`src/hw/rtl/pbts_pkg.sv`:
```
package pbts_pkg;

  // scheduler dimensions
  localparam int NUM_TASKS      = 16;
  localparam int NUM_PRIORITIES = 32;

  // command codes on in_func
  localparam logic [2:0] FUNC_CREATE  = 3'd0;
  localparam logic [2:0] FUNC_RESUME  = 3'd1;
  localparam logic [2:0] FUNC_SUSPEND = 3'd2;
  localparam logic [2:0] FUNC_SELECT  = 3'd3;
  localparam logic [2:0] FUNC_LOCK    = 3'd4;
  localparam logic [2:0] FUNC_UNLOCK  = 3'd5;

  // per-task state
  localparam logic [1:0] TS_ABSENT = 2'd0;
  localparam logic [1:0] TS_READY  = 2'd1;
  localparam logic [1:0] TS_RUN    = 2'd2;
  localparam logic [1:0] TS_SUSP   = 2'd3;

  // result status codes
  localparam logic [1:0] ST_OK      = 2'd0;
  localparam logic [1:0] ST_IGNORED = 2'd1;
  localparam logic [1:0] ST_NONE    = 2'd2;

  // configuration register indexes
  localparam logic REG_TIME_SLICING = 1'b0;

  typedef enum logic [2:0] {
    S_IDLE,
    S_DECODE,
    S_SEL_HEAD,
    S_UNLINK,
    S_PUSH_RD,
    S_PUSH_WR,
    S_DONE
  } state_t;

endpackage

```
`src/hw/rtl/pbts_ram.sv`:
```
module pbts_ram #(
  parameter int WIDTH = 4,
  parameter int DEPTH = 16
) (
  input  logic                                  clk,
  input  logic                                  we,
  input  logic [(DEPTH > 1 ? $clog2(DEPTH) : 1)-1:0] waddr,
  input  logic [WIDTH-1:0]                      wdata,
  input  logic [(DEPTH > 1 ? $clog2(DEPTH) : 1)-1:0] raddr,
  output logic [WIDTH-1:0]                      rdata
);

  logic [WIDTH-1:0] mem [DEPTH];
  logic [WIDTH-1:0] rdata_r;

  // one write port, one registered read port
  always_ff @(posedge clk) begin
    if (we) begin
      mem[waddr] <= wdata;
    end
    rdata_r <= mem[raddr];
  end

  assign rdata = rdata_r;

endmodule

```
`src/hw/rtl/priority_bitmap_task_scheduler_top.sv`:
```
// Channel  | Handshake             | Payload
// ---------+-----------------------+----------------------------------------------
// in_      | in_valid / in_ready   | func, task_id, priority_req
// out_     | out_valid / out_ready | current_task, current_valid, highest_prio,
//          |                       | any_ready, switch_request, status, lock_depth
// cfg      | psel/penable/pwrite   | paddr, pwdata, prdata; pready tied high
//
// One command at a time. Lock, unlock and rejected commands go through decode and
// result; create and resume add a head insert, suspend an unlink, and select
// without slicing a head read. With time slicing, select goes through decode, head
// read, unlink, tail read, tail insert and result; RAM reads are registered.
// rst_n is synchronous; the link and queue end RAMs are not cleared.
// A result held by out_ready low stalls the next command in its final step.
module priority_bitmap_task_scheduler_top (
  input  logic        clk,
  input  logic        rst_n,
  // command channel
  input  logic        in_valid,
  output logic        in_ready,
  input  logic [2:0]  in_func,
  input  logic [3:0]  in_task_id,
  input  logic [7:0]  in_priority_req,
  // result channel
  output logic        out_valid,
  input  logic        out_ready,
  output logic [3:0]  out_current_task,
  output logic        out_current_valid,
  output logic [4:0]  out_highest_prio,
  output logic        out_any_ready,
  output logic        out_switch_request,
  output logic [1:0]  out_status,
  output logic [7:0]  out_lock_depth,
  // configuration
  input  logic        psel,
  input  logic        penable,
  input  logic        pwrite,
  input  logic [2:0]  paddr,
  input  logic [31:0] pwdata,
  output logic [31:0] prdata,
  output logic        pready
);

  localparam int NT = pbts_pkg::NUM_TASKS;
  localparam int NP = pbts_pkg::NUM_PRIORITIES;
  localparam int TW = (NT > 1) ? $clog2(NT) : 1;
  localparam int PW = (NP > 1) ? $clog2(NP) : 1;
  localparam int CW = $clog2(NT + 1);

  pbts_pkg::state_t state_r, state_nxt;

  logic [2:0]    func_r;
  logic [3:0]    id_r;
  logic          id_ok;
  logic [7:0]    preq_r;
  logic [TW-1:0] t_r, t_nxt;
  logic [PW-1:0] p_r, p_nxt;
  logic [1:0]    status_r, status_nxt;
  logic          sw_r, sw_nxt;
  logic          tail_mode_r, tail_mode_nxt;
  logic          ts_r;
  logic [31:0]   bitmap_r, bitmap_nxt;
  logic [3:0]    run_task_r, run_task_nxt;
  logic          run_valid_r, run_valid_nxt;
  logic [7:0]    lock_r, lock_nxt;

  logic [1:0]    task_status_r [NT];
  logic [1:0]    task_status_nxt [NT];
  logic [PW-1:0] task_prio_r [NT];
  logic [PW-1:0] task_prio_nxt [NT];
  logic [CW-1:0] qcount_r [NP];
  logic [CW-1:0] qcount_nxt [NP];

  logic          out_valid_r, out_valid_nxt;
  logic [3:0]    out_task_r;
  logic          out_cvalid_r;
  logic [4:0]    out_top_r;
  logic          out_any_r;
  logic          out_sw_r;
  logic [1:0]    out_status_r;
  logic [7:0]    out_lock_r;
  logic          out_load;

  // RAM ports
  logic          nx_we, pv_we, hd_we, tl_we;
  logic [TW-1:0] nx_waddr, pv_waddr, nx_wdata, pv_wdata, hd_wdata, tl_wdata;
  logic [PW-1:0] hd_waddr, tl_waddr, hd_raddr, tl_raddr;
  logic [TW-1:0] nx_raddr, pv_raddr;
  logic [TW-1:0] nx_rdata, pv_rdata, hd_rdata, tl_rdata;

  logic [4:0]    lz;
  logic          lz_found;
  logic [PW-1:0] clamp_prio;
  logic          cfg_wr;

  // leading-zero count of the ready bitmap: top ready priority
  always_comb begin
    lz = 5'd0;
    lz_found = 1'b0;
    for (int i = 31; i >= 0; i--) begin
      if (!lz_found && bitmap_r[i]) begin
        lz = 5'(31 - i);
        lz_found = 1'b1;
      end
    end
  end

  assign clamp_prio = (int'(preq_r) >= NP) ? PW'(NP - 1) : PW'(preq_r);
  assign id_ok = (int'(id_r) < NT);

  // configuration port
  assign pready = 1'b1;
  assign cfg_wr = psel && penable && pwrite && (paddr[2] == pbts_pkg::REG_TIME_SLICING);
  assign prdata = {31'd0, ts_r};

  assign in_ready = (state_r == pbts_pkg::S_IDLE);

  // next state
  always_comb begin
    state_nxt = state_r;
    unique case (state_r)
      pbts_pkg::S_IDLE: begin
        if (in_valid) state_nxt = pbts_pkg::S_DECODE;
      end
      pbts_pkg::S_DECODE: begin
        state_nxt = pbts_pkg::S_DONE;
        unique case (func_r)
          pbts_pkg::FUNC_CREATE: begin
            if (id_ok && task_status_r[t_r] == pbts_pkg::TS_ABSENT)
              state_nxt = pbts_pkg::S_PUSH_WR;
          end
          pbts_pkg::FUNC_RESUME: begin
            if (id_ok && task_status_r[t_r] == pbts_pkg::TS_SUSP)
              state_nxt = pbts_pkg::S_PUSH_WR;
          end
          pbts_pkg::FUNC_SUSPEND: begin
            if (id_ok && (task_status_r[t_r] == pbts_pkg::TS_READY ||
                          task_status_r[t_r] == pbts_pkg::TS_RUN))
              state_nxt = pbts_pkg::S_UNLINK;
          end
          pbts_pkg::FUNC_SELECT: begin
            if (bitmap_r != 32'd0 && qcount_r[PW'(lz)] != '0)
              state_nxt = pbts_pkg::S_SEL_HEAD;
          end
          default: state_nxt = pbts_pkg::S_DONE;
        endcase
      end
      pbts_pkg::S_SEL_HEAD: state_nxt = ts_r ? pbts_pkg::S_UNLINK : pbts_pkg::S_DONE;
      pbts_pkg::S_UNLINK: begin
        state_nxt = (func_r == pbts_pkg::FUNC_SELECT) ? pbts_pkg::S_PUSH_RD
                                                      : pbts_pkg::S_DONE;
      end
      pbts_pkg::S_PUSH_RD: state_nxt = pbts_pkg::S_PUSH_WR;
      pbts_pkg::S_PUSH_WR: state_nxt = pbts_pkg::S_DONE;
      pbts_pkg::S_DONE: begin
        if (!out_valid_r || out_ready) state_nxt = pbts_pkg::S_IDLE;
      end
      default: state_nxt = pbts_pkg::S_IDLE;
    endcase
  end

  // datapath and RAM control
  always_comb begin
    logic [CW-1:0] c;
    logic [CW-1:0] newc;
    c = qcount_r[p_r];
    newc = c;
    t_nxt = t_r;
    p_nxt = p_r;
    status_nxt = status_r;
    sw_nxt = sw_r;
    tail_mode_nxt = tail_mode_r;
    bitmap_nxt = bitmap_r;
    run_task_nxt = run_task_r;
    run_valid_nxt = run_valid_r;
    lock_nxt = lock_r;
    task_status_nxt = task_status_r;
    task_prio_nxt = task_prio_r;
    qcount_nxt = qcount_r;
    nx_we = 1'b0; pv_we = 1'b0; hd_we = 1'b0; tl_we = 1'b0;
    nx_waddr = t_r; nx_wdata = t_r;
    pv_waddr = t_r; pv_wdata = t_r;
    hd_waddr = p_r; hd_wdata = t_r;
    tl_waddr = p_r; tl_wdata = t_r;
    nx_raddr = t_r; pv_raddr = t_r;
    hd_raddr = p_r; tl_raddr = p_r;
    out_load = 1'b0;
    out_valid_nxt = out_valid_r && !out_ready;

    unique case (state_r)
      pbts_pkg::S_IDLE: begin
        if (in_valid) begin
          t_nxt = TW'(in_task_id);
          status_nxt = pbts_pkg::ST_OK;
          sw_nxt = 1'b0;
          tail_mode_nxt = 1'b0;
        end
      end
      pbts_pkg::S_DECODE: begin
        unique case (func_r)
          pbts_pkg::FUNC_CREATE: begin
            if (!id_ok || task_status_r[t_r] != pbts_pkg::TS_ABSENT) begin
              status_nxt = pbts_pkg::ST_IGNORED;
            end else begin
              task_prio_nxt[t_r] = clamp_prio;
              p_nxt = clamp_prio;
              hd_raddr = clamp_prio;
            end
          end
          pbts_pkg::FUNC_RESUME: begin
            if (!id_ok || task_status_r[t_r] != pbts_pkg::TS_SUSP) begin
              status_nxt = pbts_pkg::ST_IGNORED;
            end else begin
              p_nxt = task_prio_r[t_r];
              hd_raddr = task_prio_r[t_r];
              sw_nxt = 1'b1;
            end
          end
          pbts_pkg::FUNC_SUSPEND: begin
            if (!id_ok || (task_status_r[t_r] != pbts_pkg::TS_READY &&
                           task_status_r[t_r] != pbts_pkg::TS_RUN)) begin
              status_nxt = pbts_pkg::ST_IGNORED;
            end else begin
              sw_nxt = (task_status_r[t_r] == pbts_pkg::TS_RUN);
              p_nxt = task_prio_r[t_r];
              hd_raddr = task_prio_r[t_r];
              tl_raddr = task_prio_r[t_r];
            end
          end
          pbts_pkg::FUNC_SELECT: begin
            if (bitmap_r == 32'd0 || qcount_r[PW'(lz)] == '0) begin
              status_nxt = pbts_pkg::ST_NONE;
            end else begin
              p_nxt = PW'(lz);
              hd_raddr = PW'(lz);
            end
          end
          pbts_pkg::FUNC_LOCK: begin
            if (lock_r != 8'hff) lock_nxt = lock_r + 8'd1;
          end
          pbts_pkg::FUNC_UNLOCK: begin
            if (lock_r != 8'd0) lock_nxt = lock_r - 8'd1;
            if (bitmap_r != 32'd0 &&
                (!run_valid_r || lz < 5'(task_prio_r[TW'(run_task_r)])))
              sw_nxt = 1'b1;
          end
          default: status_nxt = pbts_pkg::ST_IGNORED;
        endcase
      end
      pbts_pkg::S_SEL_HEAD: begin
        // head of the top queue is the chosen task
        if (!ts_r) begin
          task_status_nxt[hd_rdata] = pbts_pkg::TS_RUN;
          run_task_nxt = 4'(hd_rdata);
          run_valid_nxt = 1'b1;
        end else begin
          if (run_valid_r && task_status_r[TW'(run_task_r)] == pbts_pkg::TS_RUN)
            task_status_nxt[TW'(run_task_r)] = pbts_pkg::TS_READY;
          t_nxt = hd_rdata;
          nx_raddr = hd_rdata;
          pv_raddr = hd_rdata;
        end
      end
      pbts_pkg::S_UNLINK: begin
        if (c == CW'(1)) begin
          newc = '0;
        end else if (c != '0) begin
          newc = c - CW'(1);
          if (hd_rdata == t_r) begin
            hd_we = 1'b1; hd_wdata = nx_rdata;
          end else begin
            nx_we = 1'b1; nx_waddr = pv_rdata; nx_wdata = nx_rdata;
          end
          if (tl_rdata == t_r) begin
            tl_we = 1'b1; tl_wdata = pv_rdata;
          end else begin
            pv_we = 1'b1; pv_waddr = nx_rdata; pv_wdata = pv_rdata;
          end
        end
        qcount_nxt[p_r] = newc;
        if (func_r != pbts_pkg::FUNC_SELECT) begin
          if (!ts_r || newc == '0) bitmap_nxt[5'(31) - 5'(p_r)] = 1'b0;
          task_status_nxt[t_r] = pbts_pkg::TS_SUSP;
        end
      end
      pbts_pkg::S_PUSH_RD: begin
        tail_mode_nxt = 1'b1;
      end
      pbts_pkg::S_PUSH_WR: begin
        qcount_nxt[p_r] = c + CW'(1);
        if (c == '0) begin
          hd_we = 1'b1;
          tl_we = 1'b1;
        end else if (!tail_mode_r) begin
          nx_we = 1'b1; nx_waddr = t_r; nx_wdata = hd_rdata;
          pv_we = 1'b1; pv_waddr = hd_rdata; pv_wdata = t_r;
          hd_we = 1'b1;
        end else begin
          pv_we = 1'b1; pv_waddr = t_r; pv_wdata = tl_rdata;
          nx_we = 1'b1; nx_waddr = tl_rdata; nx_wdata = t_r;
          tl_we = 1'b1;
        end
        if (!tail_mode_r) begin
          task_status_nxt[t_r] = pbts_pkg::TS_READY;
          bitmap_nxt[5'(31) - 5'(p_r)] = 1'b1;
        end else begin
          task_status_nxt[t_r] = pbts_pkg::TS_RUN;
          run_task_nxt = 4'(t_r);
          run_valid_nxt = 1'b1;
        end
      end
      pbts_pkg::S_DONE: begin
        if (!out_valid_r || out_ready) begin
          out_load = 1'b1;
          out_valid_nxt = 1'b1;
        end
      end
      default: ;
    endcase
  end

  always_ff @(posedge clk) begin
    if (!rst_n) begin
      state_r <= pbts_pkg::S_IDLE;
      ts_r <= 1'b1;
      bitmap_r <= 32'd0;
      run_task_r <= 4'd0;
      run_valid_r <= 1'b0;
      lock_r <= 8'd0;
      out_valid_r <= 1'b0;
      for (int i = 0; i < NT; i++) begin
        task_status_r[i] <= pbts_pkg::TS_ABSENT;
        task_prio_r[i] <= '0;
      end
      for (int i = 0; i < NP; i++) begin
        qcount_r[i] <= '0;
      end
    end else begin
      state_r <= state_nxt;
      if (cfg_wr) ts_r <= pwdata[0];
      bitmap_r <= bitmap_nxt;
      run_task_r <= run_task_nxt;
      run_valid_r <= run_valid_nxt;
      lock_r <= lock_nxt;
      out_valid_r <= out_valid_nxt;
      task_status_r <= task_status_nxt;
      task_prio_r <= task_prio_nxt;
      qcount_r <= qcount_nxt;
    end
  end

  // command and result payload
  always_ff @(posedge clk) begin
    if (state_r == pbts_pkg::S_IDLE && in_valid) begin
      func_r <= in_func;
      id_r <= in_task_id;
      preq_r <= in_priority_req;
    end
    t_r <= t_nxt;
    p_r <= p_nxt;
    status_r <= status_nxt;
    sw_r <= sw_nxt;
    tail_mode_r <= tail_mode_nxt;
    if (out_load) begin
      out_task_r <= run_task_r;
      out_cvalid_r <= run_valid_r;
      out_top_r <= lz;
      out_any_r <= (bitmap_r != 32'd0);
      out_sw_r <= sw_r;
      out_status_r <= status_r;
      out_lock_r <= lock_r;
    end
  end

  assign out_valid          = out_valid_r;
  assign out_current_task   = out_task_r;
  assign out_current_valid  = out_cvalid_r;
  assign out_highest_prio   = out_top_r;
  assign out_any_ready      = out_any_r;
  assign out_switch_request = out_sw_r;
  assign out_status         = out_status_r;
  assign out_lock_depth     = out_lock_r;

  // link and queue end memories
  pbts_ram #(.WIDTH(TW), .DEPTH(NT)) u_next_ram (
    .clk(clk), .we(nx_we), .waddr(nx_waddr), .wdata(nx_wdata),
    .raddr(nx_raddr), .rdata(nx_rdata)
  );

  pbts_ram #(.WIDTH(TW), .DEPTH(NT)) u_prev_ram (
    .clk(clk), .we(pv_we), .waddr(pv_waddr), .wdata(pv_wdata),
    .raddr(pv_raddr), .rdata(pv_rdata)
  );

  pbts_ram #(.WIDTH(TW), .DEPTH(NP)) u_head_ram (
    .clk(clk), .we(hd_we), .waddr(hd_waddr), .wdata(hd_wdata),
    .raddr(hd_raddr), .rdata(hd_rdata)
  );

  pbts_ram #(.WIDTH(TW), .DEPTH(NP)) u_tail_ram (
    .clk(clk), .we(tl_we), .waddr(tl_waddr), .wdata(tl_wdata),
    .raddr(tl_raddr), .rdata(tl_rdata)
  );

endmodule

```
`config.mk`:
```
export PLATFORM = sky130hd
export DESIGN_NAME = priority_bitmap_task_scheduler_top
export DESIGN_NICKNAME = d
export VERILOG_FILES = /design/src/hw/rtl/pbts_pkg.sv /design/src/hw/rtl/pbts_ram.sv /design/src/hw/rtl/priority_bitmap_task_scheduler_top.sv
export SDC_FILE = /design/constraint.sdc
export NUM_CORES = 2
export LEC_CHECK = 0
export BUFFER_PORTS_ARGS = -buffer_cell sky130_fd_sc_hd__buf_2
export CAP_MARGIN = 15
export CORE_MARGIN = 4
export CORE_UTILIZATION = 63
export CTS_CLUSTER_DIAMETER = 40
export CTS_CLUSTER_SIZE = 24
export DETAILED_ROUTE_END_ITERATION = 7
export PLACE_DENSITY = 0.81
export SETUP_SLACK_MARGIN = 0.1
export SLEW_MARGIN = 40
export SYNTH_ARGS = -nofsm -noshare
export SYNTH_HDL_FRONTEND = slang
export SYNTH_SLANG_ARGS = --single-unit
```
`constraint.sdc`:
```
create_clock -name clk -period 7.7 [get_ports clk]
set_clock_uncertainty 0.2 [all_clocks]
set_input_delay 1.155 -clock clk [delete_from_list [all_inputs] [get_ports clk]]
set_output_delay 1.155 -clock clk [all_outputs]
set_load 0.03 [all_outputs]
```
Yosys cells after proc, flatten, opt, wreduce, memory -nomap -nowiden
Memories as Yosys holds them, arrays and structs flattened. A register that Yosys moved wholly into a read port is not among the register bits.
Cells that the tools add are included.
{"block": "word_totals", "ff_bits": 368, "ram_bits": 384, "in_bits": 57, "out_inout_bits": 57, "word_cells": 502, "memories": 4}
{"block": "op_classes", "n_addsub": 5, "n_lt_le_gt_ge": 13, "n_eq_ne": 42, "mux": 215, "bitwise_logic": 23, "n_reduce_logical": 115}
{"memory": "u_head_ram.mem", "words": 32, "width": 4, "read_ports": 1, "rd_ports_with_merged_regs": 1, "write_ports": 1, "line": "pbts_ram.sv:13", "text": "logic [WIDTH-1:0] mem [DEPTH];"}
{"memory": "u_tail_ram.mem", "words": 32, "width": 4, "read_ports": 1, "rd_ports_with_merged_regs": 1, "write_ports": 1, "line": "pbts_ram.sv:13"}
{"memory": "u_next_ram.mem", "words": 16, "width": 4, "read_ports": 1, "rd_ports_with_merged_regs": 1, "write_ports": 1, "line": "pbts_ram.sv:13"}
{"memory": "u_prev_ram.mem", "words": 16, "width": 4, "read_ports": 1, "rd_ports_with_merged_regs": 1, "write_ports": 1, "line": "pbts_ram.sv:13"}
{"op": "bitwise mux 160 bit", "count": 2}
{"op": "case mux 160 bit (2 select lines)", "count": 1}
{"op": "2-to-1 mux 5 bit", "count": 46}
{"op": "2-to-1 mux 32 bit", "count": 7}
{"op": "2-to-1 mux 4 bit", "count": 29}
{"op": "case mux 32 bit (3 select lines)", "count": 1}
{"op": "bitwise mux 80 bit", "count": 1}
{"op": "2-to-1 mux 1 bit", "count": 68}
{"op": "bitwise AND 16 bit", "count": 4}
{"op": "NOT 16 bit", "count": 4}
{"op": "bitwise OR 16 bit", "count": 4}
{"op": "bitwise OR 32 bit", "count": 2}
{"op": "case mux 32 bit (2 select lines)", "count": 1}
{"op": "binary-select mux 5 bit (select 5 bit)", "count": 2}
{"op": "case mux 4 bit (2 select lines)", "count": 6}
{"op": "logical AND 1 bit", "count": 45}
{"op": "binary-select mux 5 bit (select 4 bit)", "count": 2}
{"op": "logical NOT 1 bit", "count": 35}
{"op": "2-to-1 mux 2 bit", "count": 17}
{"op": "bitwise AND 32 bit", "count": 1}
{"op": "logical NOT 32 bit", "count": 1}
{"op": "NOT 32 bit", "count": 1}
{"op": "nonzero test 32 bit", "count": 1}
{"op": "demux 5 bit (select 5 bit)", "count": 1}
{"op": "other kinds (57)", "count": 131}

Longest topological paths before layout
{"block": "depth", "word_depth": 103, "depth_mapped": 23, "ltp_nobuf": 17}

Modules after synthesis
Synthesis repeated with hierarchy kept, for this count alone.
{"block": "hier_totals", "hier_cells": 2970, "hier_area_um2": 36170.9}
{"mod": "priority_bitmap_task_scheduler_top", "n_inst": 1, "cells_per_inst": 2247, "area_each_um2": 20562.2, "seq_area_each_um2": 7777.5}
{"mod": "pbts_ram (u_next_ram ...)", "n_inst": 2, "cells_per_inst": 130, "area_each_um2": 2666.3, "seq_area_each_um2": 2001.9}
{"mod": "pbts_ram (u_tail_ram)", "n_inst": 1, "cells_per_inst": 231, "area_each_um2": 5138.7, "seq_area_each_um2": 3923.8}
{"mod": "pbts_ram (u_head_ram)", "n_inst": 1, "cells_per_inst": 232, "area_each_um2": 5137.4, "seq_area_each_um2": 3923.8}

Least setup slack after synthesis
Ideal clock, no wire load.
{"block": "synth_timing", "kind": "reg-to-reg", "start": "register t_r[0]", "end": "register u_tail_ram.rdata_r[0] (netlist: u_tail_ram.rdata[0]) (read register of u_tail_ram.mem)", "t_arrival_ns": 6.179, "slack_ns": 1.201, "path_stages_with_launch": 22, "n_path_buf": 7, "period_less_slack_ns": 6.499, "cell_sequence": "edfxtp_1 > clkbuf_1 > clkbuf_1 > clkbuf_1 > buf_1 > mux4_2 > mux4_2 > inv_1 > ha_1 > clkbuf_1 > inv_1 > nor2_1 > nand2_1 > mux2i_1 > clkbuf_1 > clkbuf_1 > mux2i_1 > a21oi_1 > mux2_2 > nor2_1 > a21oi_1 > mux2_2"}
{"block": "synth_via", "elab_chain_len": 9, "elab_cells_between_ends": 13}
{"item": "from (decl)", "line": "priority_bitmap_task_scheduler_top.sv:55", "text": "logic [TW-1:0] t_r, t_nxt;"}
{"item": "from (signal assigned)", "line": "priority_bitmap_task_scheduler_top.sv:358", "text": "t_r <= t_nxt;"}
{"item": "NOT 4 -> 5 bit (not written as such) (*)", "line": "priority_bitmap_task_scheduler_top.sv:219, priority_bitmap_task_scheduler_top.sv:220, priority_bitmap_task_scheduler_top.sv:226"}
{"item": "binary-select mux 2 bit (select 4 bit)", "line": "priority_bitmap_task_scheduler_top.sv:219, priority_bitmap_task_scheduler_top.sv:220"}
{"item": "2-to-1 mux 2 bit (not written as such) (2 in a row)", "line": "priority_bitmap_task_scheduler_top.sv:219, priority_bitmap_task_scheduler_top.sv:220"}
{"item": "!= test 2 x 1 -> 1 bit or != test 2 bit (tied branches)", "line": "priority_bitmap_task_scheduler_top.sv:219, priority_bitmap_task_scheduler_top.sv:220"}
{"item": "logical AND 1 bit", "line": "priority_bitmap_task_scheduler_top.sv:219", "text": "if (!id_ok || (task_status_r[t_r] != pbts_pkg::TS_READY &&"}
{"item": "2-to-1 mux 5 bit (*)"}
{"item": "2-to-1 mux 5 bit (*)", "line": "priority_bitmap_task_scheduler_top.sv:199", "text": "unique case (func_r)"}
{"item": "2-to-1 mux 5 bit (*)", "line": "priority_bitmap_task_scheduler_top.sv:189", "text": "unique case (state_r)"}
{"item": "to (decl)", "line": "pbts_ram.sv:14", "text": "logic [WIDTH-1:0] rdata_r;"}
Mark *: on every way between the ends. The rest lies on a longest branch, timed or not. The select of a mux whose other input is x is not followed.
A chain may end at the register's enable or synchronous reset.

Final worst setup path
{"block": "layout_timing", "start": "register t_r[0]", "end": "register u_head_ram.rdata_r[2] (netlist: u_head_ram.rdata[2]) (read register of u_head_ram.mem)"}
{"block": "layout_via", "elab_chain_len": 9, "elab_cells_between_ends": 17}
{"item": "NOT 4 -> 5 bit (not written as such) (*)"}
{"item": "binary-select mux 2 bit (select 4 bit)"}
{"item": "2-to-1 mux 2 bit (not written as such) (2 in a row)"}
{"item": "!= test 2 x 1 -> 1 bit or != test 2 bit (tied branches)", "line": "priority_bitmap_task_scheduler_top.sv:219, priority_bitmap_task_scheduler_top.sv:220"}
{"item": "logical AND 1 bit", "line": "priority_bitmap_task_scheduler_top.sv:219"}
{"item": "2-to-1 mux 5 bit"}
{"item": "case mux 5 bit (4 select lines) (*)", "line": "priority_bitmap_task_scheduler_top.sv:199"}
{"item": "2-to-1 mux 5 bit (*)", "line": "priority_bitmap_task_scheduler_top.sv:189"}
{"item": "to (decl)", "line": "pbts_ram.sv:14"}
Marks and branches as above.

==> metrics.yaml <==
sta:
  period_share_pct: 91.5
  fmax_mhz: 142
  setup_viol: 0
  relSlewSlack_pct: 38.5
  setup_ws_ns: 0.651
  final-hold-violation-count: 0
  period_minus_slack_ns: 7.05
  slew_viol_final: 0
  worst_pin_slew_ns: 0.918
  rsz0062_at_grt: "no"
  setup_tns_ns: 0
global_routing:
  antenna_found_initial: 3
  grt_pass1_wl_um: 159000
  grt.overflow.total: 0
  grtUsageTotal_pct: 31.8
  grt_pass1_vias: 28091
  grt_max_degree: 124
route:
  wire_per_inst_um: 24.6
  vias_per_cell: 6.83
  first_iter_violations: 3941
  route.antenna.remaining_nets: 0
  first_pass_iters: 8
  vias: 28428
  drt_drc_violations_left: 0
  drt_wl_total_um: 102000
setup_path:
  worst_ep_required_time_ns: 8.07
  crit_type: "reg2reg"
  cp_max_fo: 22
  slowest_stage: "edfxtp_1"
  rrSetupSlack_ns: 0.65
  startpoint_type: "flop"
  cp_common_cell: "mux4_2"
  cp_num_buf_inv: 2
  max_stage_delay_ns: 0.79
  cp.arrival_ns: 7.42
  path_cells: "mux4_2, mux4_2, inv_1, ha_1, nor2b_1, nor3b_1, o21ai_0, o2111a_2, and2_1, a31o_2, nor2_1, nand2_2, inv_2, a2111oi_0, o41ai_1, o31ai_1, a211oi_2"
  end_kind: "flop"
  cp_top_family: "simple AND/OR/NAND/NOR gates"
cts:
  clkSinkCount: 768
  cts_hold_buf: 0
  cts_made_buffers: 100
  htree_levels: 3
  cts_buffer_depth: 3
  root_buffer: "clkbuf_16"
  cts_resized: 0
  cts_tree: "yes"
  clkSlewWorstSetupHoldPaths_ns: 0.06
  clkLatencyLatePin_ns: 0.66
  post-cts-setup-buffer-count: 0
finish:
  drive_above_1_share_pct: 14.9
  post-route-util_pct: 71.2
  nets: 3386
  final_cell_mix: "465 x nand2_1, 425 x edfxtp_1, 341 x dfxtp_1, 276 x nor2_1, 180 x o211a_1"
  fin_cells: 4164
  fillers: 3949
  final_common_cell: "nand2_1"
  syn_to_final_growth_pct: 11.3
logic_synthesis:
  yosysSeqAreaShare_pct: 53.0
  netlist_area_um2: 37100
  ys_seq_elements: 768
  ys_warn_count: 0
  synth_ff_type: "edfxtp_1"
  ys_types: 94
  synthArstFlopShare_pct: 0
  synth_edf_count: 425
  syn_area_per_cell_um2: 11.1
  syn_inst: 3336
floorplanning:
  design.core.area_um2: 57900
  die_w_um: 251
  io_pins: 114
  die_area_um2: 62800
  initial_core_util_pct: 64.0
  chipHeight_um: 251
  num_rows: 88
pwr:
  p_leak_uw: 0.0164
  p_sw_uw: 5000
  p_per_area_nw_per_um2: 335
  seqPwrFrac_pct: 36.9
  clockPowerShare_pct: 33.5
  pwr-share-comb_pct: 29.6
  ir_drop_mv: 0.263
  p_int_uw: 8820
  p_sw_share_pct: 36.2
run:
  max-cap-violations: 0
placed_design:
  pre_cts_ws_ns: 0.638
  dp_hpwl_um: 67000
  port_buffers: 48
  placed_cells: 3972
  gp_congestion: 0.985
run_status:
  run_status: "completed"
min_path:
  hold_path_class: "reg2reg"
==> metal layers <==
layer,GRT usage [%],share of wire [%],up-vias
met5,0,0.050,-
met4,15.5,4.9,2
met3,6.71,10,333
met2,50.6,47,1783
met1,41.9,38,13902
li1,-,-,12408
==> flip-flops by register name, indices dropped and copies added, names as in the netlist, 32 cells and up, named ones only <==
name and count:
qcount_r 160, u_prev_ram.mem 64, u_next_ram.mem 64, task_prio_r 80
task_status_r 32, u_tail_ram.mem 128, u_head_ram.mem 128
==> synthesized netlist by cell type (5+ instances only) <==
cell type / instances / area (um2)
nand2b_1: 19 / 119
o211ai_1: 13 / 97.6
buf_1: 12 / 45.0
buf_6: 5 / 56.3
or4_1: 29 / 218
buf_2: 7 / 35.0
mux2i_1: 138 / 1380
a221o_1: 12 / 120
xor2_1: 10 / 87.6
mux2_2: 20 / 225
nor4_1: 8 / 50.1
o2111ai_1: 7 / 61.3
nand4_1: 9 / 56.3
a22oi_1: 17 / 128
or3_1: 26 / 163
clkbuf_1: 199 / 747
and3_1: 20 / 125
edfxtp_1: 425 / 12800
a21oi_1: 118 / 591
o21bai_1: 5 / 37.5
o21a_1: 24 / 180
nand3_1: 72 / 360
o31ai_1: 5 / 37.5
and2_1: 81 / 507
buf_4: 36 / 270
a21boi_1: 9 / 67.6
o21ai_0: 170 / 851
a41oi_1: 13 / 114
dfxtp_1: 343 / 6870
a311oi_1: 12 / 105
o211a_1: 180 / 1800
a211oi_1: 56 / 420
mux4_2: 133 / 3000
nor3_1: 47 / 235
a21boi_0: 24 / 180
nand2_1: 465 / 1750
nor2b_1: 67 / 419
a221oi_1: 8 / 70.1
o22ai_1: 8 / 50.1
xnor2_1: 7 / 61.3
nor2_1: 284 / 1070
a31oi_1: 32 / 200
inv_1: 36 / 135
nor3b_1: 19 / 143
ha_1: 17 / 213
==> kinds of logic (layout without fill, tap and decap cells) <==
kind of cell	after synthesis	count (layout)	synth area share, %
AOI/OAI and AO/OA	769	769	15.3
xor gates and xnor gates	17	17	0.402
adders and majority gates	18	18	0.628
buffers and inverters	301	333	3.59
DFF	768	768	53.0
muxes	293	293	12.5
other	2	33	0.0203
and+or+nand+nor	1168	1168	14.6
==> power by group through the flow <==
stage          logic (uW)  registers (uW)  clock network, uW
5_1_grt              4340            5110               4860
2_1_floorplan        2960            4930                  0
6_report             4090            5100               4630
3_3_place_gp         3770            5150                  0
3_5_place_dp         3950            5160                  0
4_1_cts              3990            5080               4660
==> worst reg2reg max path: stages, from the launching register on <==
cell and delay (ns):
edfxtp_1 0.79, mux4_2 0.62, mux4_2 0.53, inv_1 0.11
ha_1 0.13, nor2b_1 0.15, nor3b_1 0.62, o21ai_0 0.26
o2111a_2 0.40, and2_1 0.26, a31o_2 0.31, nor2_1 0.65
nand2_2 0.41, inv_2 0.42, a2111oi_0 0.19, o41ai_1 0.52
o31ai_1 0.16, a211oi_2 0.25
==> path summary, 6_finish.rpt <==
| check | from | cells past startpoint | end |
|---|---|---|---|
| max | t_r[0] | 17 | u_head_ram.rdata[2] |
| min | task_prio_r[49] | 1 | task_prio_r[49] |
| max reg2reg | t_r[0] | 17 | u_head_ram.rdata[2] |
| min reg2reg | task_prio_r[49] | 1 | task_prio_r[49] |
==> final cells by class <==
| type | count | area [um2] | area share (%) |
|---|---|---|---|
| antenna | 1 | 2.50 | 0.00607 |
| clock buffer | 108 | 2570 | 6.24 |
| clock inverter | 81 | 796 | 1.93 |
| inverter | 41 | 160 | 0.388 |
| multi-input combinational | 2297 | 16400 | 39.8 |
| sequential | 768 | 19600 | 47.6 |
| tap | 765 | 957 | 2.32 |
| timing repair buffer | 103 | 706 | 1.71 |
==> per-stage QoR <==
| stage | instance area [um2] | hold WS (ns) | power [uW] |
|---|---|---|---|
| final | 41300 | 0.315 | 13800 |
| after global routing | 41300 | 0.335 | 14300 |
| after CTS | 41200 | 0.316 | 13700 |
| after detailed placement | 37800 | 0.304 | 9110 |
| after global placement | 37700 | 0.290 | 8930 |
| after floorplan | 37200 | 0.200 | 7890 |
(Power assumes the default switching activity.)
